===== src/slhse_pkg.sv =====
// slhse_pkg: shared types, constants and helpers for the syslog header strip/escape block.
// No dependencies; slhse_header, slhse_escape and the top level refer to it by scoped names.
package slhse_pkg;

    // Header window: the first bytes of a message are held here until parsed
    localparam int WINDOW_DEPTH = 20;
    localparam int FILL_W       = $clog2(WINDOW_DEPTH + 1);

    // Output length limit
    localparam int CFG_W            = 11;
    localparam int LINE_BUFFER_SIZE = 1280;
    localparam int LIMIT_CAP_INT    = (LINE_BUFFER_SIZE - 1 < 2**CFG_W - 1) ?
                                      LINE_BUFFER_SIZE - 1 : 2**CFG_W - 1;
    localparam logic [CFG_W-1:0] LIMIT_CAP       = CFG_W'(LIMIT_CAP_INT);
    localparam logic [CFG_W-1:0] MAX_CHARS_RESET = 11'd1279;

    localparam logic signed [7:0] LEVEL_DEFAULT = 8'sd6;

    // Characters
    localparam logic [7:0] CH_BSLASH = 8'h5C;
    localparam logic [7:0] CH_LT     = 8'h3C;
    localparam logic [7:0] CH_GT     = 8'h3E;
    localparam logic [7:0] CH_MINUS  = 8'h2D;
    localparam logic [7:0] CH_ZERO   = 8'h30;
    localparam logic [7:0] CH_NINE   = 8'h39;
    localparam logic [7:0] CH_SPACE  = 8'h20;
    localparam logic [7:0] CH_COLON  = 8'h3A;
    localparam logic [7:0] CH_DEL    = 8'h7F;

    typedef struct packed {
        logic [7:0] data_byte;
        logic       last_byte;
    } t_in_word;

    typedef struct packed {
        logic [7:0]        char0;
        logic [7:0]        char1;
        logic [7:0]        char2;
        logic [7:0]        char3;
        logic [2:0]        char_count;
        logic signed [7:0] priority_level;
        logic              end_of_message;
        logic              was_truncated;
    } t_out_word;

    typedef struct packed {
        logic [CFG_W-1:0] max_output_chars;
    } t_cfg_word;

    // One step for the escaper: push a body byte, or close the message
    typedef struct packed {
        logic              finish;
        logic              step_final;
        logic [7:0]        data;
        logic signed [7:0] level;
    } t_event;

    function automatic logic is_digit(input logic [7:0] c);
        return (c >= CH_ZERO) && (c <= CH_NINE);
    endfunction

endpackage


===== src/slhse_chan_if.sv =====
// slhse_chan_if: valid/ready channel carrying one word of a payload type.
// Depends on nothing; payload types come from slhse_pkg at instantiation.
interface slhse_chan_if #(parameter type T = logic);
    logic valid;
    logic ready;
    T     payload;

    modport source (output valid, output payload, input ready);
    modport sink   (input valid, input payload, output ready);
endinterface


===== src/slhse_escape.sv =====
// slhse_escape: escapes each body byte against its successor, applies the length
// limit and registers at most one result word per byte. Depends on slhse_pkg, slhse_chan_if.
module slhse_escape (
    input  logic                           i_clk,
    input  logic                           i_rst_n,
    input  logic                           i_ev_valid,
    output logic                           o_ev_ready,
    input  slhse_pkg::t_event              i_ev,
    input  logic [slhse_pkg::CFG_W-1:0]    i_limit,
    slhse_chan_if.source                   o_out
);

    localparam int CW = slhse_pkg::CFG_W;

    logic [7:0]           r_held, n_held;
    logic                 r_held_v, n_held_v;
    logic [CW-1:0]        r_count, n_count;
    logic                 r_cut, n_cut;
    logic                 r_done, n_done;
    logic                 r_out_valid, n_out_valid;
    slhse_pkg::t_out_word r_out, n_out;

    logic                 ev_acc;
    logic                 next_dig;
    logic [3:0][7:0]      esc;
    logic [2:0]           k;
    logic                 do_emit;
    logic [CW:0]          sum;
    logic                 room;
    logic [CW-1:0]        rem;
    logic [2:0]           m;
    logic                 res_made;
    logic                 cut_after;
    logic [3:0][7:0]      ch;

    assign o_ev_ready = !r_out_valid || o_out.ready;
    assign ev_acc     = i_ev_valid && o_ev_ready;

    // escape of the held byte, looking at the byte that follows it
    always_comb begin
        next_dig = !i_ev.finish && slhse_pkg::is_digit(i_ev.data);
        esc      = '0;
        if (r_held == slhse_pkg::CH_BSLASH) begin
            esc[0] = slhse_pkg::CH_BSLASH;
            esc[1] = slhse_pkg::CH_BSLASH;
            k      = 3'd2;
        end else if ((r_held >= slhse_pkg::CH_DEL) || ((r_held < 8'd32) && next_dig)) begin
            esc[0] = slhse_pkg::CH_BSLASH;
            esc[1] = slhse_pkg::CH_ZERO + {6'b0, r_held[7:6]};
            esc[2] = slhse_pkg::CH_ZERO + {5'b0, r_held[5:3]};
            esc[3] = slhse_pkg::CH_ZERO + {5'b0, r_held[2:0]};
            k      = 3'd4;
        end else if (r_held < 8'd8) begin
            esc[0] = slhse_pkg::CH_BSLASH;
            esc[1] = slhse_pkg::CH_ZERO + {5'b0, r_held[2:0]};
            k      = 3'd2;
        end else if (r_held < 8'd32) begin
            esc[0] = slhse_pkg::CH_BSLASH;
            esc[1] = slhse_pkg::CH_ZERO + {6'b0, r_held[4:3]};
            esc[2] = slhse_pkg::CH_ZERO + {5'b0, r_held[2:0]};
            k      = 3'd3;
        end else begin
            esc[0] = r_held;
            k      = 3'd1;
        end
    end

    // length limit: characters beyond the limit are cut, even mid-escape
    always_comb begin
        do_emit   = r_held_v && !r_done;
        sum       = {1'b0, r_count} + {{(CW-2){1'b0}}, k};
        room      = r_count < i_limit;
        rem       = i_limit - r_count;
        m         = (sum > {1'b0, i_limit}) ? rem[2:0] : k;
        res_made  = do_emit && !r_cut && room;
        cut_after = r_cut || (do_emit && (sum >= {1'b0, i_limit}));
        for (int j = 0; j < 4; j++) begin
            ch[j] = (3'(j) < m) ? esc[j] : 8'h00;
        end
    end

    always_comb begin
        n_held      = r_held;
        n_held_v    = r_held_v;
        n_count     = r_count;
        n_cut       = r_cut;
        n_done      = r_done;
        n_out_valid = r_out_valid && !o_out.ready;
        n_out       = r_out;

        if (ev_acc) begin
            n_out.char0          = ch[0];
            n_out.char1          = ch[1];
            n_out.char2          = ch[2];
            n_out.char3          = ch[3];
            n_out.char_count     = m;
            n_out.priority_level = i_ev.level;
            n_out.was_truncated  = cut_after;
            if (!i_ev.finish) begin
                n_out.end_of_message = i_ev.step_final && cut_after;
                if (res_made) begin
                    n_out_valid = 1'b1;
                    n_count     = r_count + {{(CW-3){1'b0}}, m};
                    // cut on the last step: nothing else follows in this message
                    if (i_ev.step_final && cut_after) begin
                        n_done = 1'b1;
                    end
                end
                n_cut    = cut_after;
                n_held   = i_ev.data;
                n_held_v = 1'b1;
            end else begin
                n_out.end_of_message = 1'b1;
                if (!res_made) begin
                    n_out.char0      = '0;
                    n_out.char1      = '0;
                    n_out.char2      = '0;
                    n_out.char3      = '0;
                    n_out.char_count = '0;
                end
                n_out_valid = !r_done;
                n_held_v    = 1'b0;
                n_count     = '0;
                n_cut       = 1'b0;
                n_done      = 1'b0;
            end
        end
    end

    assign o_out.valid   = r_out_valid;
    assign o_out.payload = r_out;

    always_ff @(posedge i_clk) begin
        if (!i_rst_n) begin
            r_held_v    <= 1'b0;
            r_count     <= '0;
            r_cut       <= 1'b0;
            r_done      <= 1'b0;
            r_out_valid <= 1'b0;
        end else begin
            r_held_v    <= n_held_v;
            r_count     <= n_count;
            r_cut       <= n_cut;
            r_done      <= n_done;
            r_out_valid <= n_out_valid;
        end
    end

    always_ff @(posedge i_clk) begin
        r_held <= n_held;
        r_out  <= n_out;
    end

    a_done_implies_cut: assert property (@(posedge i_clk) disable iff (!i_rst_n)
        r_done |-> r_cut)
        else $error("message closed early without truncation");

    a_empty_only_final: assert property (@(posedge i_clk) disable iff (!i_rst_n)
        (r_out_valid && r_out.char_count == 3'd0) |-> r_out.end_of_message)
        else $error("empty word that does not close a message");

    a_count_in_limit: assert property (@(posedge i_clk) disable iff (!i_rst_n)
        r_count <= i_limit)
        else $error("output count ran past the limit");

endmodule


===== src/flat_wrapper.sv =====
// flat-port wrapper written by rule: the top's interface ports become plain ports
module slhse_escape_flat 
  (i_clk, i_rst_n, i_ev_valid, o_ev_ready, i_ev, i_limit, o_out_valid, o_out_payload, o_out_ready);
  slhse_chan_if o_out_i ();
  input  logic i_clk;
  input  logic i_rst_n;
  input  logic i_ev_valid;
  output logic o_ev_ready;
  input  slhse_pkg::t_event i_ev;
  input  logic [slhse_pkg::CFG_W-1:0] i_limit;
  output wire logic [$bits(o_out_i.valid)-1:0] o_out_valid;
  output wire logic [$bits(o_out_i.payload)-1:0] o_out_payload;
  input wire logic [$bits(o_out_i.ready)-1:0] o_out_ready;
  assign o_out_valid = o_out_i.valid;
  assign o_out_payload = o_out_i.payload;
  assign o_out_i.ready = o_out_ready;
  slhse_escape u_core (.i_clk(i_clk), .i_rst_n(i_rst_n), .i_ev_valid(i_ev_valid), .o_ev_ready(o_ev_ready), .i_ev(i_ev), .i_limit(i_limit), .o_out(o_out_i));
endmodule

===== config.mk =====
export PLATFORM = sky130hd
export DESIGN_NAME = slhse_escape_flat
export DESIGN_NICKNAME = d
export VERILOG_FILES = /design/src/slhse_pkg.sv /design/src/slhse_chan_if.sv /design/src/slhse_escape.sv /design/src/flat_wrapper.sv
export SDC_FILE = /design/constraint.sdc
export NUM_CORES = 1
export LEC_CHECK = 0
export BUFFER_PORTS_ARGS = -buffer_cell sky130_fd_sc_hd__buf_4
export CAP_MARGIN = 20
export CORE_MARGIN = 1
export CORE_UTILIZATION = 45
export DETAILED_ROUTE_END_ITERATION = 8
export GPL_TIMING_DRIVEN = 0
export PLACE_DENSITY_LB_ADDON = 0.1
export SYNTH_ARGS = -nofsm -noshare
export SYNTH_HDL_FRONTEND = slang
export SYNTH_SLANG_ARGS = --single-unit
export TNS_END_PERCENT = 1

===== constraint.sdc =====
create_clock -name i_clk -period 6.05 [get_ports i_clk]
set_input_delay 1.21 -clock i_clk [delete_from_list [all_inputs] [get_ports i_clk]]
set_output_delay 1.21 -clock i_clk [all_outputs]
set_load 0.1 [all_outputs]

-- Word level (Yosys, flattened, before mapping)
Cells that the tools add are included.
- register bits: 24
- bits in latches: 0
- RAM bits: 0
- ROM bits: 0
- input bits: 33
- output and inout port bits: 3
- word-level logic and storage cells: 58
- memories: 0
- add/sub/neg operators: 3
- $mul: 0
- div/mod/pow operators: 0
- order comparisons: 8
- equal/unequal tests: 1
- shift-type cells: 0
- multiplexer cells: 15
- bitwise operators: 1
- reduce and logical (&&, ||, !) cells: 23
- operators with widths (kind ; count):
    11-bit two-way mux ; 2
    11-bit by 3-bit adder with 12-bit output ; 1
    12-bit by 11-bit greater-or-equal comparator with 1-bit output ; 1
    12-bit by 11-bit greater-than comparator with 1-bit output ; 1
    11-bit by 3-bit adder with 11-bit output ; 1
    11-bit < comparator ; 1
    1-bit logical AND ; 10
    3-bit two-way mux ; 3
    8-bit by 7-bit equality test with 1-bit output, second input constant ; 1
    8-bit by 6-bit greater-or-equal comparator with 1-bit output, second input constant ; 1
    8-bit by 7-bit greater-or-equal comparator with 1-bit output, second input constant ; 1
    8-bit by 6-bit <= comparator with 1-bit output, second input constant ; 1
    8-bit by 4-bit < comparator with 1-bit output, second input constant ; 1
    8-bit by 6-bit < comparator with 1-bit output, second input constant ; 1
    1-bit two-way mux ; 8
    1-bit zero test ; 5
    2-bit two-way mux ; 2
    2-bit AND reduction ; 2
    2-bit nonzero test ; 2
    1-bit logical OR ; 3
    3-bit AND reduction ; 1
    3-bit subtractor ; 1
    1-bit inverter ; 1

-- Depth between registers and ports, before layout
- word-level depth: 15
- gate-level depth with buffers: 27

-- Least setup slack after synthesis
Ideal clock, no wire load.
- path type: input to register
- start point: in i_ev[17] (netlist bit)
- end point: reg u_core.r_count[10]
- setup time: 0.071 ns
- data arrival time: 5.688 ns
- required time: 5.979 ns
- path slack: 0.291 ns
- stages: 25
- path buffers: 1
- cell sequence: clkbuf_1 nor4_1 nor3_1 o31a_1 ha_1 inv_1 fa_1 inv_1 a21o_1 nand4_1 xnor2_1 ha_1 nand3_1 or3_1 or2_1 a21oi_4 mux2_2 ha_1 inv_1 fa_1 inv_1 a21o_1 nand3_1 or3_1 a21oi_1
- longest elaborated chain between the ends: 12
- elaborated cells between the ends (all ways): 14
- those cells by class: add/sub: 2; order compare: 1; mux: 5; reduce/logical: 6
- ends and longest elaborated chain (what ; line ; text):
    from (decl) ; flat_wrapper.sv:9 ; input slhse_pkg::t_event i_ev;
    1-bit zero test ; slhse_escape.sv:41 ; next_dig = !i_ev.finish && slhse_pkg::is_digit(i_ev.data);
    1-bit logical AND ; slhse_escape.sv:41 ;
    1-bit logical AND ; slhse_escape.sv:47 ; end else if ((r_held >= slhse_pkg::CH_DEL) || ((r_held < 8'd32) && next_dig)) begin
    1-bit logical OR ; slhse_escape.sv:47 ;
    3-bit two-way mux ; slhse_escape.sv:47 ;
    3-bit two-way mux ; slhse_escape.sv:43 ; if (r_held == slhse_pkg::CH_BSLASH) begin
    11-bit by 3-bit adder with 12-bit output ; slhse_escape.sv:71 ; sum = {1'b0, r_count} + {{(CW-2){1'b0}}, k};
    12-bit by 11-bit greater-than comparator with 1-bit output ; slhse_escape.sv:74 ; m = (sum > {1'b0, i_limit}) ? rem[2:0] : k;
    3-bit two-way mux ; slhse_escape.sv:74 ;
    11-bit by 3-bit adder with 11-bit output ; slhse_escape.sv:103 ; n_count = r_count + {{(CW-3){1'b0}}, m};
    11-bit two-way mux ; slhse_escape.sv:101 ; if (res_made) begin
    11-bit two-way mux ; slhse_escape.sv:99 ; if (!i_ev.finish) begin
    to (signal assigned) ; slhse_escape.sv:142 ; r_count <= n_count;
    to (decl) ; slhse_escape.sv:17 ; logic [CW-1:0] r_count, n_count;
Several ways; a longest one is shown, not always the timed one. The select of a mux whose other input is x is not followed.
A chain may end at the register's enable or synchronous reset.

-- Final worst setup path
- start point: in i_ev[9] (netlist bit)
- end point: reg u_core.r_count[10]
- longest elaborated chain between the ends: 13
- elaborated cells between the ends (all ways): 14
- those cells by class: add/sub: 2; order compare: 3; mux: 5; reduce/logical: 4
- ends and longest elaborated chain (what ; line ; text):
    8-bit by 6-bit greater-or-equal comparator with 1-bit output or 8-bit by 6-bit <= comparator with 1-bit output (tied branches) ; slhse_pkg.sv:59 ; return (c >= CH_ZERO) && (c <= CH_NINE);
    1-bit logical AND * ; slhse_pkg.sv:59 ;
    1-bit logical AND * ; slhse_escape.sv:41 ;
    1-bit logical AND * ; slhse_escape.sv:47 ;
    1-bit logical OR * ; slhse_escape.sv:47 ;
    3-bit two-way mux * ; slhse_escape.sv:47 ;
    3-bit two-way mux * ; slhse_escape.sv:43 ;
    11-bit by 3-bit adder with 12-bit output ; slhse_escape.sv:71 ;
    12-bit by 11-bit greater-than comparator with 1-bit output ; slhse_escape.sv:74 ;
    3-bit two-way mux * ; slhse_escape.sv:74 ;
    11-bit by 3-bit adder with 11-bit output * ; slhse_escape.sv:103 ;
    11-bit two-way mux * ; slhse_escape.sv:101 ;
    11-bit two-way mux * ; slhse_escape.sv:99 ;
Mark *: on every way between the ends. The rest lies on a longest branch, timed or not. The select of a mux whose other input is x is not followed.

==> impl_metrics.env <==
export IMPL_status="finished, final reports clean"
export IMPL_cts_made_buffers=3
export IMPL_grt_max_degree=15
export IMPL_synth_xor_area_share_pct=6.07
export IMPL_grt_pass1_wl_mm=6.42
export IMPL_wl_per_cell_um=13.4
export IMPL_cpPeakStageDelay_ns=0.41
export IMPL_place_congestion=0.732
export IMPL_clockBufferDepth=2
export IMPL_timing_fmax_mhz=174
export IMPL_ys_async_sr_fraction_pct=0
export IMPL_dp_hpwl_mm=3.37
export IMPL_die_area_um2=4760
export IMPL_die_x_um=69.0
export IMPL_nNetsFinal=323
export IMPL_synth_top_family_by_area="simple AND/OR/NAND/NOR gates"
export IMPL_p_sw_mw=0.0889
export IMPL_internal_power_mw=0.287
export IMPL_io_pins=36
export IMPL_maxSlewViolCount=0
export IMPL_vdd_drop_max_mv=0.177
export IMPL_syn_to_final_growth_pct=19.1
export IMPL_synth_seq_cells=24
export IMPL_crit_start="i_ev[9]"
export IMPL_hold_violations=0
export IMPL_drtIter0Drc=46
export IMPL_numPortBuffers=26
export IMPL_synth_compound_area_share_pct=15.1
export IMPL_clk_pin_slew_ns=0.08
export IMPL_startpoint_type="primary input"
export IMPL_initial_core_util_pct=48.7
export IMPL_setup_ws_ns=0.299
export IMPL_power_mw=0.376
export IMPL_worstPathArrival_ns=5.95
export IMPL_synthMuxAreaShare_pct=2.11
export IMPL_grt_pass1_vias=1496
export IMPL_slew_headroom_pct=55.3
export IMPL_cts_tree="done"
export IMPL_via_per_inst=5.33
export IMPL_grtUsageTotal_pct=18.1
export IMPL_vias=1637
export IMPL_syn_inst=225
export IMPL_fp_dieH_um=69.0
export IMPL_tightest_slew_ns=0.669
export IMPL_synthDistinctLibCells=48
export IMPL_layout_common_cells="ha_1, buf_4, inv_1, a21oi_1, dfxtp_1"
export IMPL_fin_worst_skew_ns=0.00699
export IMPL_post_place_ws_ns=-0.409
export IMPL_ant_nets=0
export IMPL_p_leak_nw=1.08
export IMPL_swShare_pct=23.6
export IMPL_htreeDepth=1
export IMPL_synthSimpleGateAreaFrac_pct=21.9
export IMPL_core_area_um2=4140
export IMPL_combPwrFrac_pct=16.5
export IMPL_synth_fa_ha_area_share_pct=20.9
export IMPL_drive_above_1_share_pct=22.2
export IMPL_cts_sinks=24
export IMPL_finalCritPeriodShare_pct=95.1
export IMPL_r2r_start="u_core.r_held[6]"
export IMPL_cts_root_buf="clkbuf_8"
export IMPL_std_cell_rows=23
export IMPL_cp_required_ns=6.25
export IMPL_overflow=0
export IMPL_crit_type="in2reg"
export IMPL_crit_buf_inv=5
export IMPL_synth_area_um2=2020
export IMPL_antenna_found_initial=0
export IMPL_drv_cap=0
export IMPL_avgSynthCellArea_um2=8.98
export IMPL_hp_start="u_core.r_held_v"
export IMPL_synth_edf_count=9
export IMPL_fillers=397
export IMPL_crit_path_top_delay_cell="or3_4"
export IMPL_setup_viol=0
export IMPL_num_antenna_cells=0
export IMPL_wl_mm=4.12
export IMPL_cpLargestDelayFamily="simple AND/OR/NAND/NOR gates"
export IMPL_ys_seq_area_share_pct=28.3
export IMPL_pwr_density_cell_nw_per_um2=156
export IMPL_crit_path_end_kind="register"
export IMPL_drc=0
export IMPL_crit_path_max_fanout=4
export IMPL_crit_top_cell="inv_1"
export IMPL_syn_num_nets=290
export IMPL_holdCritPathClass="reg2reg"
export IMPL_hold_buffers=0
export IMPL_period_needed_ns=5.75
export IMPL_first_pass_iters=4
export IMPL_ys_warnings_count=0
export IMPL_synth_ff_type="dfxtp_1"
export IMPL_worst_skew_pair_late_latency_ns=0.27
export IMPL_p_clk_share_pct=37.1
export IMPL_p_seq_share_pct=46.5
==> Yosys cell counts (2+ instances only) <==
library cell	count	area, µm²
ha_1	29	363
inv_1	24	90.1
a21oi_1	20	100
dfxtp_1	15	300
nor2_1	13	48.8
nand2_1	12	45.0
nand3_1	10	50.1
edfxtp_1	9	270
nand4_1	9	56.3
o21ai_0	7	35.0
xnor2_1	7	61.3
xor2_1	7	61.3
a21o_1	5	37.5
or3_1	5	31.3
nor3_1	4	20.0
fa_1	3	60.1
nor2b_1	3	18.8
o31ai_1	3	22.5
or4_1	3	22.5
and3_4	2	22.5
clkbuf_1	2	7.51
mux2_2	2	22.5
mux2i_1	2	20.0
nand2_2	2	12.5
nand2b_1	2	12.5
o21a_1	2	15.0
o21bai_1	2	15.0
==> final cells by class <==
class	count	area, µm²	area share (%)
buffer	4	25.0	1.04
clock buffer	3	41.3	1.72
clock inverter	1	30.0	1.25
inverter	24	90.1	3.74
multi-input combinational	173	1380	57.2
sequential	24	571	23.7
tap	50	62.6	2.60
timing repair buffer	28	210	8.74
==> per-stage QoR <==
| stage | hold slack (ns) | utilization, % | std cells | TNS (ns) | area (µm²) |
|---|---|---|---|---|---|
| detailed placement | 0.465 | 55.0 | 301 | -3.11 | 2280 |
| finish | 0.482 | 58.1 | 307 | 0 | 2410 |
| CTS | 0.485 | 56.9 | 305 | 0 | 2360 |
| global route | 0.513 | 58.1 | 307 | -0.0122 | 2410 |
| floorplan | 0.440 | - | 225 | 0 | 2020 |
| global placement | 0.457 | 55.0 | 301 | -2.86 | 2280 |
==> power by group through the flow <==
stage | combinational [mW] | clock (mW) | sequential, mW
after floorplan | 0.0331 | 0 | 0.183
after global placement | 0.0597 | 0 | 0.178
after detailed placement | 0.0606 | 0 | 0.178
after CTS | 0.0612 | 0.142 | 0.175
after global routing | 0.0695 | 0.148 | 0.175
final | 0.0619 | 0.139 | 0.175
==> registers in the layout (all words and copies together) (netlist names) <==
| signal | flops |
|---|---|
| u_core.r_done | 1 |
| u_core.r_count | 11 |
| u_core.o_out.valid | 1 |
| u_core.r_cut | 1 |
| u_core.r_held | 8 |
| u_core.r_held_v | 1 |
| u_core.o_out.payload | 1 |
==> per-layer routing <==
layer,up-vias,GRT usage (%),routed length [µm],share of wire [%]
met3,2,3.45,85,2.1
met4,0,2.30,17,0.41
met1,747,25.0,2080,50
met2,15,29.7,1940,47
li1,873,-,-,-
met5,-,0,0,0
==> repair_timing <==
action                     in CTS  in global routing
buffers inserted                0                  2
setup endpoints to repair       7                 10
resized for setup               3                  8
cloned                          0                  0
pin swaps                       0                  3
==> kinds of logic (layout without fill, tap and decap cells) <==
kind of cell             Yosys count  in the layout
AO/OA/AOI/OAI                     47             47
buffers and inverters             28             60
adder cells (fa/ha/maj)           32             32
multiplexers                       4              4
XOR/XNOR                          14             14
flip-flops                        24             24
AND/OR/NAND/NOR                   76             76
==> worst paths after layout <==
kind	end	cells past startpoint	slack [ns]
setup / recovery	u_core.r_count[10]	27	0.30
hold / removal	u_core.r_held_v	1	0.48
setup reg to reg	u_core.r_count[10]	26	0.92
hold reg to reg	u_core.r_held_v	1	0.48
Note: power is estimated with default switching activity, not from simulation.
